File: src/hdl/cksum_pkg.sv
// Shared types, constants and the CRC byte function for the checksum block.
`timescale 1ns / 1ps

package cksum_pkg;

    localparam logic [31:0] CRC_POLY     = 32'h04C1_1DB7;
    localparam logic [7:0]  NEWLINE_BYTE = 8'h0A;
    localparam logic [31:0] LINE_MAX     = 32'hFFFF_FFFF;

    typedef struct packed {
        logic [7:0] data_byte;
        logic       has_byte;
        logic       last;
    } in_word_t;

    typedef struct packed {
        logic [31:0] checksum;
        logic [63:0] byte_count;
        logic [31:0] line_count;
    } out_word_t;

    typedef enum logic [0:0] {
        S_IDLE,
        S_FOLD
    } state_t;

    // controller -> datapath
    typedef struct packed {
        logic take_byte;   // accepted word carries a byte
        logic load_rest;   // accepted word ends the message
        logic fold;        // fold the low byte of the remaining length
        logic finish;      // publish the result and clear the message
    } cmd_t;

    // datapath -> controller
    typedef struct packed {
        logic rest_zero;
        logic out_busy;    // output register full and not taken this cycle
    } status_t;

    // MSB-first CRC-32 update over one byte
    function automatic logic [31:0] crc_byte(input logic [31:0] crc, input logic [7:0] b);
        logic [31:0] c;
        c = crc ^ {b, 24'd0};
        for (int i = 0; i < 8; i++)
        begin
            if (c[31])
                c = {c[30:0], 1'b0} ^ CRC_POLY;
            else
                c = {c[30:0], 1'b0};
        end
        return c;
    endfunction

endpackage

File: src/hdl/cksum_dp.sv
// Datapath: CRC, byte and line counters, length folding and the output register.
`timescale 1ns / 1ps

module cksum_dp (
    input  logic               clk,
    input  logic               rst_n,
    input  logic               cfg_wr_en,
    input  logic [31:0]        cfg_wr_data,
    input  cksum_pkg::in_word_t  in_data,
    input  cksum_pkg::cmd_t      cmd,
    output cksum_pkg::status_t   status,
    output logic               out_valid,
    input  logic               out_stall,
    output cksum_pkg::out_word_t out_data
);
    import cksum_pkg::*;

    logic [31:0] init_reg;
    logic [31:0] crc_reg,  crc_next;
    logic [63:0] len_reg,  len_next;
    logic [31:0] nl_reg,   nl_next;
    logic [63:0] rest_reg, rest_next;
    logic        out_valid_reg, out_valid_next;
    out_word_t   out_reg, out_next;

    always_comb
    begin
        crc_next  = crc_reg;
        len_next  = len_reg;
        nl_next   = nl_reg;
        rest_next = rest_reg;

        if (cmd.take_byte)
        begin
            crc_next = crc_byte(crc_reg, in_data.data_byte);
            len_next = len_reg + 64'd1;
            if (in_data.data_byte == NEWLINE_BYTE && nl_reg != LINE_MAX)
                nl_next = nl_reg + 32'd1;
        end

        // the byte of the ending word counts toward the folded length
        if (cmd.load_rest)
            rest_next = len_next;

        if (cmd.fold)
        begin
            crc_next  = crc_byte(crc_reg, rest_reg[7:0]);
            rest_next = {8'd0, rest_reg[63:8]};
        end

        if (cmd.finish)
        begin
            crc_next = init_reg;
            len_next = 64'd0;
            nl_next  = 32'd0;
        end
    end

    always_comb
    begin
        out_next       = out_reg;
        out_valid_next = out_valid_reg;
        if (out_valid_reg && !out_stall)
            out_valid_next = 1'b0;
        if (cmd.finish)
        begin
            out_next.checksum   = ~crc_reg;
            out_next.byte_count = len_reg;
            out_next.line_count = nl_reg;
            out_valid_next      = 1'b1;
        end
    end

    always_ff @(posedge clk or negedge rst_n)
    begin
        if (!rst_n)
        begin
            init_reg      <= 32'd0;
            crc_reg       <= 32'd0;
            len_reg       <= 64'd0;
            nl_reg        <= 32'd0;
            rest_reg      <= 64'd0;
            out_valid_reg <= 1'b0;
        end
        else
        begin
            if (cfg_wr_en)
                init_reg <= cfg_wr_data;
            crc_reg       <= crc_next;
            len_reg       <= len_next;
            nl_reg        <= nl_next;
            rest_reg      <= rest_next;
            out_valid_reg <= out_valid_next;
        end
    end

    always_ff @(posedge clk)
    begin
        out_reg <= out_next;
    end

    assign status.rest_zero = (rest_reg == 64'd0);
    assign status.out_busy  = out_valid_reg && out_stall;
    assign out_valid        = out_valid_reg;
    assign out_data         = out_reg;

endmodule

File: src/hdl/cksum_ctrl.sv
// Controller: accepts words, sequences the length fold and hands off the result.
`timescale 1ns / 1ps

module cksum_ctrl (
    input  logic               clk,
    input  logic               rst_n,
    input  logic               in_valid,
    input  logic               in_has_byte,
    input  logic               in_last,
    output logic               in_stall,
    input  cksum_pkg::status_t status,
    output cksum_pkg::cmd_t    cmd
);
    import cksum_pkg::*;

    state_t state_reg, state_next;

    always_comb
    begin
        state_next = state_reg;
        case (state_reg)
            S_IDLE:
            begin
                if (in_valid && in_last)
                    state_next = S_FOLD;
            end
            S_FOLD:
            begin
                if (status.rest_zero && !status.out_busy)
                    state_next = S_IDLE;
            end
            default: state_next = S_IDLE;
        endcase
    end

    always_comb
    begin
        in_stall      = 1'b1;
        cmd           = '0;
        case (state_reg)
            S_IDLE:
            begin
                in_stall      = 1'b0;
                cmd.take_byte = in_valid && in_has_byte;
                cmd.load_rest = in_valid && in_last;
            end
            S_FOLD:
            begin
                cmd.fold   = !status.rest_zero;
                cmd.finish = status.rest_zero && !status.out_busy;
            end
            default: in_stall = 1'b1;
        endcase
    end

    always_ff @(posedge clk or negedge rst_n)
    begin
        if (!rst_n)
            state_reg <= S_IDLE;
        else
            state_reg <= state_next;
    end

endmodule

File: src/hdl/cksum_crc32_with_length.sv
// Top level of the cksum-style CRC-32 block with byte and line counts.
`timescale 1ns / 1ps

// CRC-32 (poly 0x04C11DB7, MSB first) over a byte stream, one word per byte,
// with a 64-bit wrapping byte count and a saturating newline count. Words
// without last are accepted back to back. After a word with last, the length
// is folded into the CRC one byte per cycle by the datapath's fold step, one
// step for each significant byte of the byte count (0 to 8), then the
// complemented CRC and both counts move to the output register, waiting while
// that register still holds an untaken result. Input is stalled during the
// fold and that wait. A written initial_value loads the CRC when the current
// message ends (after reset the CRC starts at zero), so it applies from the
// message after the next result.
module cksum_crc32_with_length (
    input  logic                 clk,
    input  logic                 rst_n,
    input  logic                 cfg_wr_en,
    input  logic [31:0]          cfg_wr_data,
    input  logic                 in_valid,
    output logic                 in_stall,
    input  cksum_pkg::in_word_t  in_data,
    output logic                 out_valid,
    input  logic                 out_stall,
    output cksum_pkg::out_word_t out_data
);
    import cksum_pkg::*;

    cmd_t    cmd;
    status_t status;

    cksum_ctrl u_ctrl (
        .clk         (clk),
        .rst_n       (rst_n),
        .in_valid    (in_valid),
        .in_has_byte (in_data.has_byte),
        .in_last     (in_data.last),
        .in_stall    (in_stall),
        .status      (status),
        .cmd         (cmd)
    );

    cksum_dp u_dp (
        .clk         (clk),
        .rst_n       (rst_n),
        .cfg_wr_en   (cfg_wr_en),
        .cfg_wr_data (cfg_wr_data),
        .in_data     (in_data),
        .cmd         (cmd),
        .status      (status),
        .out_valid   (out_valid),
        .out_stall   (out_stall),
        .out_data    (out_data)
    );

endmodule
File: config.mk
export PLATFORM = sky130hd
export DESIGN_NAME = cksum_crc32_with_length
export DESIGN_NICKNAME = d
export VERILOG_FILES = /design/src/hdl/cksum_pkg.sv /design/src/hdl/cksum_dp.sv /design/src/hdl/cksum_ctrl.sv /design/src/hdl/cksum_crc32_with_length.sv
export SDC_FILE = /design/constraint.sdc
export NUM_CORES = 1
export LEC_CHECK = 0
export ABC_AREA = 1
export BUFFER_PORTS_ARGS = -buffer_cell sky130_fd_sc_hd__buf_2
export CORE_UTILIZATION = 30
export CTS_CLUSTER_SIZE = 8
export DETAILED_ROUTE_END_ITERATION = 8
export HOLD_SLACK_MARGIN = 0.12
export PLACE_DENSITY = 0.46
export SKIP_CTS_REPAIR_TIMING = 1
export SKIP_LAST_GASP = 1
export SLEW_MARGIN = 20
export SYNTH_ARGS = -nofsm -noshare
export SYNTH_HDL_FRONTEND = slang
export SYNTH_SLANG_ARGS = --single-unit
export TNS_END_PERCENT = 1
File: constraint.sdc
create_clock -name clk -period 3.8 [get_ports clk]
set_input_delay 0.57 -clock clk [delete_from_list [all_inputs] [get_ports clk]]
set_output_delay 0.57 -clock clk [all_outputs]
set_load 0.03 [all_outputs]
==> impl_metrics.yaml, run 1 <==
setup_path:
  critPathKind: "flip-flop to flip-flop"
  endpoint_kind: "flip-flop"
  cp_max_fo: 43
  worstPathRequired_ns: 4.30
  reg2reg_slack_ns: 0.90
  crit_arrival_ns: 3.40
  startpoint_type: "flip-flop"
status:
  status: "finished clean"
routing:
  via_count: 16110
  drc: 0
  drt_pass1_iterations: 5
  drt_iter0_markers: 1438
  vias_per_cell: 4.82
  ant_nets: 0
  post_drt_wl_per_cell_microns: 18.9
  wl_microns: 63200
cts:
  cts_tree: "yes"
  clockRootBuffer: "clkbuf_16"
  clock_latency_ns: 0.61
  htree_levels: 2
  clockBufferDepth: 3
  path_clk_slew_ns: 0.05
  cts_made_buffers: 50
  clock-sinks: 354
global_route:
  grt_pass1_wl_microns: 96800
  grt_pass1_vias: 15700
  grt_max_degree: 103
  grt_antenna_before_repair: 2
  overflow: 0
  grt_usage: 0.200
hold_path:
  hold_class: "input port to flip-flop"
die:
  fp.coreArea_sq_um: 61600
  start_util: 0.303
  chipWidth_microns: 251
  die_h_microns: 251
  io_pins: 177
  dieArea_sq_um: 63100
  rows: 91
sta:
  fin_crit_sh: 0.763
  rsz0062_at_grt: "no"
  hold_viol: 0
  fmax_mhz: 345
  worstMarginPinSlew_ns: 0.890
  period_needed_ns: 2.90
  fin_worst_skew_ns: 0.0295
  maxSlewViolCount: 0
  setup_viol: 0
  fin_setup_tns_ns: 0
  slew_headroom: 0.407
  holdWs_ns: 0.190
pwr:
  pwr-share-comb: 0.518
  switchingPower_uw: 10700
  peakVddDrop_v: 0.000679
  p_seq_frac: 0.288
  p_total_uw: 21700
  power_density_nw_per_um2: 988
  power_leakage_uw: 0.0102
  swShare: 0.493
  intPower_uw: 11000
  clockPowerShare: 0.194
logic_synthesis:
  yosysTopAreaCellShare: 0.303
  yosys_warnings: 0
  yosys-top-cells-area: "dfrtp_1, edfxtp_1, nand2_1, inv_1, xor2_1"
  syn_nets: 2332
  netlist_area_sq_um: 18600
  yosysUniqueCellTypes: 45
  synth_most_common_cell: "nand2_1"
  synth_sequential_area_ratio: 0.510
  synth_top_cell_by_area: "dfrtp_1"
  async_reset_ff_frac: 0.638
  synth_common_cells: "nand2_1, inv_1, dfrtp_1"
  synthFlopType: "dfrtp_1"
  synth-edff-count: 128
  syn_avg_cell_area_sq_um: 8.16
  syn_inst: 2283
  ys_ff_latch: 354
place:
  port-buffer-count: 176
  dp_hpwl_microns: 45200
  gp_congestion: 0.905
flow_run:
  maxCapViolCount: 0
finish:
  drive_gt1_frac: 0.131
  diodes: 0
  area_growth_pct: 17.8
  largest_reg_flops: 128
  fin_nets: 2520
-- stage by stage --
| step | utilization | instance area, sq um | worst slack (ns) | std cells |
|---|---|---|---|---|
| 2_1_floorplan | - | 18600 | 0.371 | 2283 |
| 3_3_place_gp | 0.333 | 20500 | 0.904 | 3255 |
| 3_5_place_dp | 0.333 | 20500 | 0.895 | 3255 |
| 4_1_cts | 0.356 | 21900 | 0.866 | 3340 |
| 5_1_grt | 0.356 | 21900 | 0.642 | 3341 |
| 6_report | 0.356 | 21900 | 0.899 | 3341 |
-- layout make-up --
class | instances | area, sq um
Inverter | 260 | 976
Clock buffer | 82 | 1380
Tap cell | 837 | 1050
Multi-Input combinational cell | 1607 | 7880
Sequential cell | 354 | 9500
Timing Repair Buffer | 198 | 1110
Clock inverter | 3 | 56.3
Fill cell | 6460 | 39600
-- critical path: stages (launching register included) --
cell and delay, ns:
dfrtp_1 0.38, nor2_1 0.14, nand3_1 0.08, nor2_1 0.11, nand2_1 0.11, nor2_2 0.30
nand2_2 0.10, nand2_2 0.10, buf_4 0.27, nand2_1 0.08, buf_4 0.23, inv_2 0.59
nand2_1 0.14, o211ai_1 0.14
-- cells by family after synthesis --
group / share of synthesized area
simple gates: 0.298
flops: 0.510
buf+inv: 0.0687
compound gates: 0.0517
xor+xnor: 0.0642
mux: 0.00665
fa+ha+maj: 0.00134
-- power by group through the flow --
stage,combinational (uW),clock (uW),sequential [uW]
2_1_floorplan,6950,0,7030
3_3_place_gp,11100,0,6290
3_5_place_dp,11200,0,6280
4_1_cts,11300,4350,6240
5_1_grt,12500,4480,6350
6_report,11200,4210,6240
-- path summary, 6_finish.rpt --
kind | start | cells after the start | to
hold / removal | cfg_wr_data[7] | 3 | u_dp.init_reg[7]$_DFFE_PN0P_
setup reg to reg | u_dp.rest_reg[45]$_DFFE_PN0P_ | 13 | u_dp.rest_reg[17]$_DFFE_PN0P_
max in group asynchronous | rst_n | 3 | u_dp.crc_reg[4]$_DFFE_PN0P_
min in group asynchronous | rst_n | 2 | u_dp.len_reg[34]$_DFF_PN0_
setup / recovery | u_dp.rest_reg[45]$_DFFE_PN0P_ | 13 | u_dp.rest_reg[17]$_DFFE_PN0P_
hold reg to reg | u_dp.rest_reg[63]$_DFFE_PN0P_ | 2 | u_dp.rest_reg[63]$_DFFE_PN0P_
-- per-layer routing --
metal / GRT usage / part of all wire
met1: 0.285 / 0.47
met4: 0.0676 / 0.028
met5: 0 / 0.00013
met3: 0.0253 / 0.050
met2: 0.314 / 0.45
-- cell usage in the layout (no fill, tap or decap), drive strengths merged --
cell type / Yosys / routed
nand3: 167 / 167
nand3b: 10 / 10
a21oi: 31 / 31
buf: 34 / 197
and2: 5 / 5
o22ai: 9 / 9
xor2: 107 / 107
mux2: 11 / 11
xnor2: 24 / 24
o21ai: 75 / 75
o31ai: 5 / 5
or2: 7 / 7
a21o: 1 / 1
clkbuf: 28 / 82
ha: 2 / 2
a31oi: 2 / 2
nor3: 45 / 45
o211ai: 24 / 24
nor4: 2 / 2
nand4: 53 / 53
clkinv: 2 / 3
dlygate4sd3: 0 / 1
inv: 258 / 260
edfxtp: 128 / 128
nor3b: 2 / 2
o21bai: 4 / 4
nor2: 229 / 229
dfrtp: 226 / 226
nand2: 780 / 780
o221ai: 12 / 12
Note: power is estimated with default switching activity, not from simulation.
==> run 2, diff against run 1 <==
Clock period 3.8 ns to 2.7 ns, I/O delays scaled along.
==> impl_metrics.yaml, run 2 (same netlist as run 1, synthesis figures left out) <==
status:
  status: "finished clean"
routing:
  post_drt_wl_per_cell_microns: 18.2
  via_count: 16417
  ant_nets: 0
  drc: 0
  wl_microns: 62200
  drt_pass1_iterations: 5
  vias_per_cell: 4.80
  drt_iter0_markers: 1356
cts:
  clock-sinks: 354
  clock_latency_ns: 0.60
  cts_made_buffers: 51
  clockBufferDepth: 3
  clockRootBuffer: "clkbuf_16"
  cts_tree: "yes"
  path_clk_slew_ns: 0.05
  htree_levels: 2
die:
  fp.coreArea_sq_um: 61600
  rows: 91
  dieArea_sq_um: 63100
  die_h_microns: 251
  chipWidth_microns: 251
  start_util: 0.303
  io_pins: 177
finish:
  drive_gt1_frac: 0.146
  final_common_cell: "nand2_1"
  layout_common_cells: "nand2_1, inv_1, dfrtp_1, nor2_1, buf_2"
  fin_nets: 2599
  largest_reg_flops: 128
  area_growth_pct: 22.3
  instances_no_fill: 3422
  fin_area_sq_um: 22800
  fill_cells: 6398
setup_path:
  startpoint_type: "flip-flop"
  critPathKind: "flip-flop to flip-flop"
  critPathMaxStageDelay_ns: 0.50
  cp_top_family: "simple AND/OR/NAND/NOR gates"
  crit_arrival_ns: 3.00
  path_cells: "inv_2 > nand2_1 > nand2_1 > nand2_1 > nand2_2 > inv_1 > nand2_1 > nand3_1 > nand2_1 > nand2_1 > nand3_1 > nand3_1 > nand2_1 > nand2_1"
  path_buf_inv: 2
  worstPathRequired_ns: 3.19
  endpoint_kind: "flip-flop"
  slowest_stage: "dfrtp_1"
  cp_max_fo: 8
  crit_top_cell: "nand2_1"
pwr:
  peakVddDrop_v: 0.00108
  power_leakage_uw: 0.0106
  power_density_nw_per_um2: 1370
  p_total_uw: 31200
sta:
  period_needed_ns: 2.51
  hold_viol: 0
  fin_setup_tns_ns: 0
  fin_crit_sh: 0.930
  setup_viol: 0
  rsz0062_at_grt: "no"
  fin_worst_skew_ns: 0.0274
  slew_headroom: 0.454
  holdWs_ns: 0.367
  fmax_mhz: 398
  maxSlewViolCount: 0
  worstMarginPinSlew_ns: 0.813
flow_run:
  maxCapViolCount: 0
place:
  port-buffer-count: 176
  dp.cells: 3301
  gp_congestion: 0.901
  dp_hpwl_microns: 45400
  place_area_sq_um: 20900
global_route:
  grt_pass1_wl_microns: 95300
  overflow: 0
  grt_usage: 0.196
  grt_antenna_before_repair: 5
  grt_max_degree: 104
  grt_pass1_vias: 15916
hold_path:
  hold_class: "input port to asynchronous set/reset pin"
==> run 2: cell types whose count changed in the layout (fill, tap and decap cells not counted), moves of 2 or more <==
cell,delta
buf_12,+8
buf_4,+38
dlygate4sd3_1,+32
clkbuf_16,+2
==> run 2: stage by stage <==
| stage | setup slack (ns) | utilization |
|---|---|---|
| after floorplan | 0.226 | - |
| after global placement | 0.254 | 0.340 |
| after detailed placement | 0.225 | 0.340 |
| after CTS | 0.210 | 0.365 |
| after global routing | 0.0332 | 0.370 |
| final | 0.188 | 0.370 |
==> run 2: final cells by class <==
| cell class | instances | area [sq um] | share of cell area |
|---|---|---|---|
| Sequential cell | 354 | 9500 | 0.417 |
| Inverter | 260 | 976 | 0.0428 |
| Clock inverter | 4 | 82.6 | 0.00362 |
| Clock buffer | 83 | 1430 | 0.0626 |
| Antenna cell | 1 | 2.50 | 0.000110 |
| Tap cell | 837 | 1050 | 0.0459 |
| Timing Repair Buffer | 276 | 1870 | 0.0822 |
| Multi-Input combinational cell | 1607 | 7890 | 0.346 |
==> run 2: metal layers <==
layer	vias to the layer above	wire, microns	GRT usage
li1	7888	-	-
met1	7939	28800	0.273
met2	496	28300	0.312
met3	86	3660	0.0358
met4	8	1390	0.0556
met5	-	49	0
==> run 2: path summary, 6_finish.rpt <==
kind | from | to | slack [ns] | depth (start not counted)
min | rst_n | u_dp.len_reg[34]$_DFF_PN0_ | 0.37 | 2
min reg2reg | u_dp.init_reg[5]$_DFFE_PN0P_ | u_dp.crc_reg[5]$_DFFE_PN0P_ | 0.49 | 2
max in group asynchronous | rst_n | u_dp.crc_reg[7]$_DFFE_PN0P_ | 1.56 | 3
min in group clk | cfg_wr_en | u_dp.init_reg[16]$_DFFE_PN0P_ | 0.37 | 3
max | u_dp.crc_reg[31]$_DFFE_PN0P_ | u_dp.crc_reg[12]$_DFFE_PN0P_ | 0.19 | 14
max reg2reg | u_dp.crc_reg[31]$_DFFE_PN0P_ | u_dp.crc_reg[12]$_DFFE_PN0P_ | 0.19 | 14
==> run 2: where the power goes <==
part | internal (uW) | switching, uW
sequential | 7600 | 1140
combinational | 4940 | 11400
clock | 3680 | 2430
total | 16200 | 15000
==> run 3, diff against run 2 <==
Settings changed: SETUP_SLACK_MARGIN from default to 0.3.
==> impl_metrics.yaml, run 3 (same netlist as run 1, synthesis figures left out) <==
status:
  status: "finished clean"
die:
  rows: 91
  die_h_microns: 251
  io_pins: 177
  start_util: 0.303
  fp.coreArea_sq_um: 61600
  dieArea_sq_um: 63100
  chipWidth_microns: 251
sta:
  slew_headroom: 0.573
  worstMarginPinSlew_ns: 0.641
  hold_viol: 0
  period_needed_ns: 2.35
  fin_ws_ns: 0.352
  fin_crit_sh: 0.870
  fmax_mhz: 426
  setup_viol: 0
  rsz0062_at_grt: "yes"
  maxSlewViolCount: 0
  fin_setup_tns_ns: 0
  fin_worst_skew_ns: 0.0353
  holdWs_ns: 0.296
cts:
  clockRootBuffer: "clkbuf_16"
  clockBufferDepth: 3
  htree_levels: 2
  clock-sinks: 354
  cts_made_buffers: 51
  cts_tree: "yes"
  path_clk_slew_ns: 0.05
  clock_latency_ns: 0.61
finish:
  fill_cells: 6390
  instances_no_fill: 3417
  final_common_cell: "nand2_1"
  largest_reg_flops: 128
  layout_common_cells: "nand2_1, inv_1, dfrtp_1, nor2_1, buf_2"
  drive_gt1_frac: 0.149
  area_growth_pct: 22.4
  fin_nets: 2594
place:
  port-buffer-count: 176
  post-place-ws_ns: 0.119
  dp_hpwl_microns: 45600
  dp.cells: 3292
  gp_congestion: 0.931
setup_path:
  startpoint_type: "flip-flop"
  cp_max_fo: 6
  endpoint_kind: "flip-flop"
  reg2reg_slack_ns: 0.35
  worstPathRequired_ns: 3.24
  r2r-start: "u_ctrl.state_reg$_DFF_PN0_"
  r2r_end: "u_dp.rest_reg[40]$_DFFE_PN0P_"
  crit_arrival_ns: 2.89
  rr_worst_depth: 10
  critPathKind: "flip-flop to flip-flop"
pwr:
  power_density_nw_per_um2: 1380
  power_leakage_uw: 0.0106
  peakVddDrop_v: 0.000792
hold_path:
  hold_end: "u_dp.out_valid$_DFFE_PN0P_"
  hold_path.startpoint: "out_stall"
  min_path_cells: 3
  hold_class: "input port to flip-flop"
global_route:
  grt_antenna_before_repair: 4
  overflow: 0
  grt_usage: 0.200
  grt_max_degree: 82
  grt_pass1_wl_microns: 96400
  grt_pass1_vias: 15892
routing:
  drt_pass1_iterations: 7
  drc: 0
  vias_per_cell: 4.80
  via_count: 16392
  drt_iter0_markers: 1222
  wl_microns: 63500
  post_drt_wl_per_cell_microns: 18.6
  ant_nets: 0
flow_run:
  maxCapViolCount: 0
==> run 3: cell type report <==
type	count	area, sq um	share of cell area
antenna	1	2.50	0.000110
clock inverter	5	63.8	0.00280
inverter	260	981	0.0430
multi-input combinational	1607	7930	0.347
tap	837	1050	0.0459
clock buffer	82	1410	0.0619
sequential	354	9500	0.416
timing repair buffer	271	1890	0.0826
==> run 3: how the worst max path moves through the flow <==
stage                                 start                            end  slack, ns  depth (start not counted)
2_1_floorplan  u_dp.rest_reg[3]$_DFFE_PN0P_     u_dp.out_data[0]$_DFFE_PP_       0.34                          9
3_3_place_gp   u_dp.crc_reg[31]$_DFFE_PN0P_    u_dp.crc_reg[5]$_DFFE_PN0P_       0.11                         13
3_5_place_dp   u_dp.crc_reg[31]$_DFFE_PN0P_    u_dp.crc_reg[5]$_DFFE_PN0P_       0.12                         13
4_1_cts        u_dp.crc_reg[31]$_DFFE_PN0P_    u_dp.crc_reg[5]$_DFFE_PN0P_        0.1                         13
5_1_grt          u_ctrl.state_reg$_DFF_PN0_  u_dp.rest_reg[40]$_DFFE_PN0P_       0.18                         10
6_report         u_ctrl.state_reg$_DFF_PN0_  u_dp.rest_reg[40]$_DFFE_PN0P_       0.35                         10
==> run 3: worst max-delay path: stages, from the launching register on <==
cell and delay [ns]:
dfrtp_1 0.38, inv_2 0.20, nand3_4 0.20, nor3_2 0.18
nand3_1 0.16, nor2_1 0.28, nand2_1 0.24, nor2_2 0.20
xor2_1 0.25, nand2_1 0.11, nand3_1 0.08
==> run 3: routing by layer <==
metal	part of all wire	global-route usage	vias up
met4	0.032	0.0714	6
li1	-	-	7876
met2	0.45	0.312	525
met3	0.063	0.0430	124
met5	0.00058	0	-
met1	0.45	0.271	7861
==> run 3: stage by stage <==
step	util	instance area, sq um	total power, uW
finish	0.370	22800	31600
global route	0.370	22800	33800
CTS	0.363	22400	31400
detailed placement	0.339	20900	25200
global placement	0.339	20900	25100
floorplan	-	18600	19600
==> run 3: power breakdown <==
group	internal (uW)	switching (uW)	leakage (uW)	total (uW)
Combinational	5160	11600	0.00573	16800
Clock	3550	2440	0.000709	5990
Sequential	7600	1210	0.00420	8810
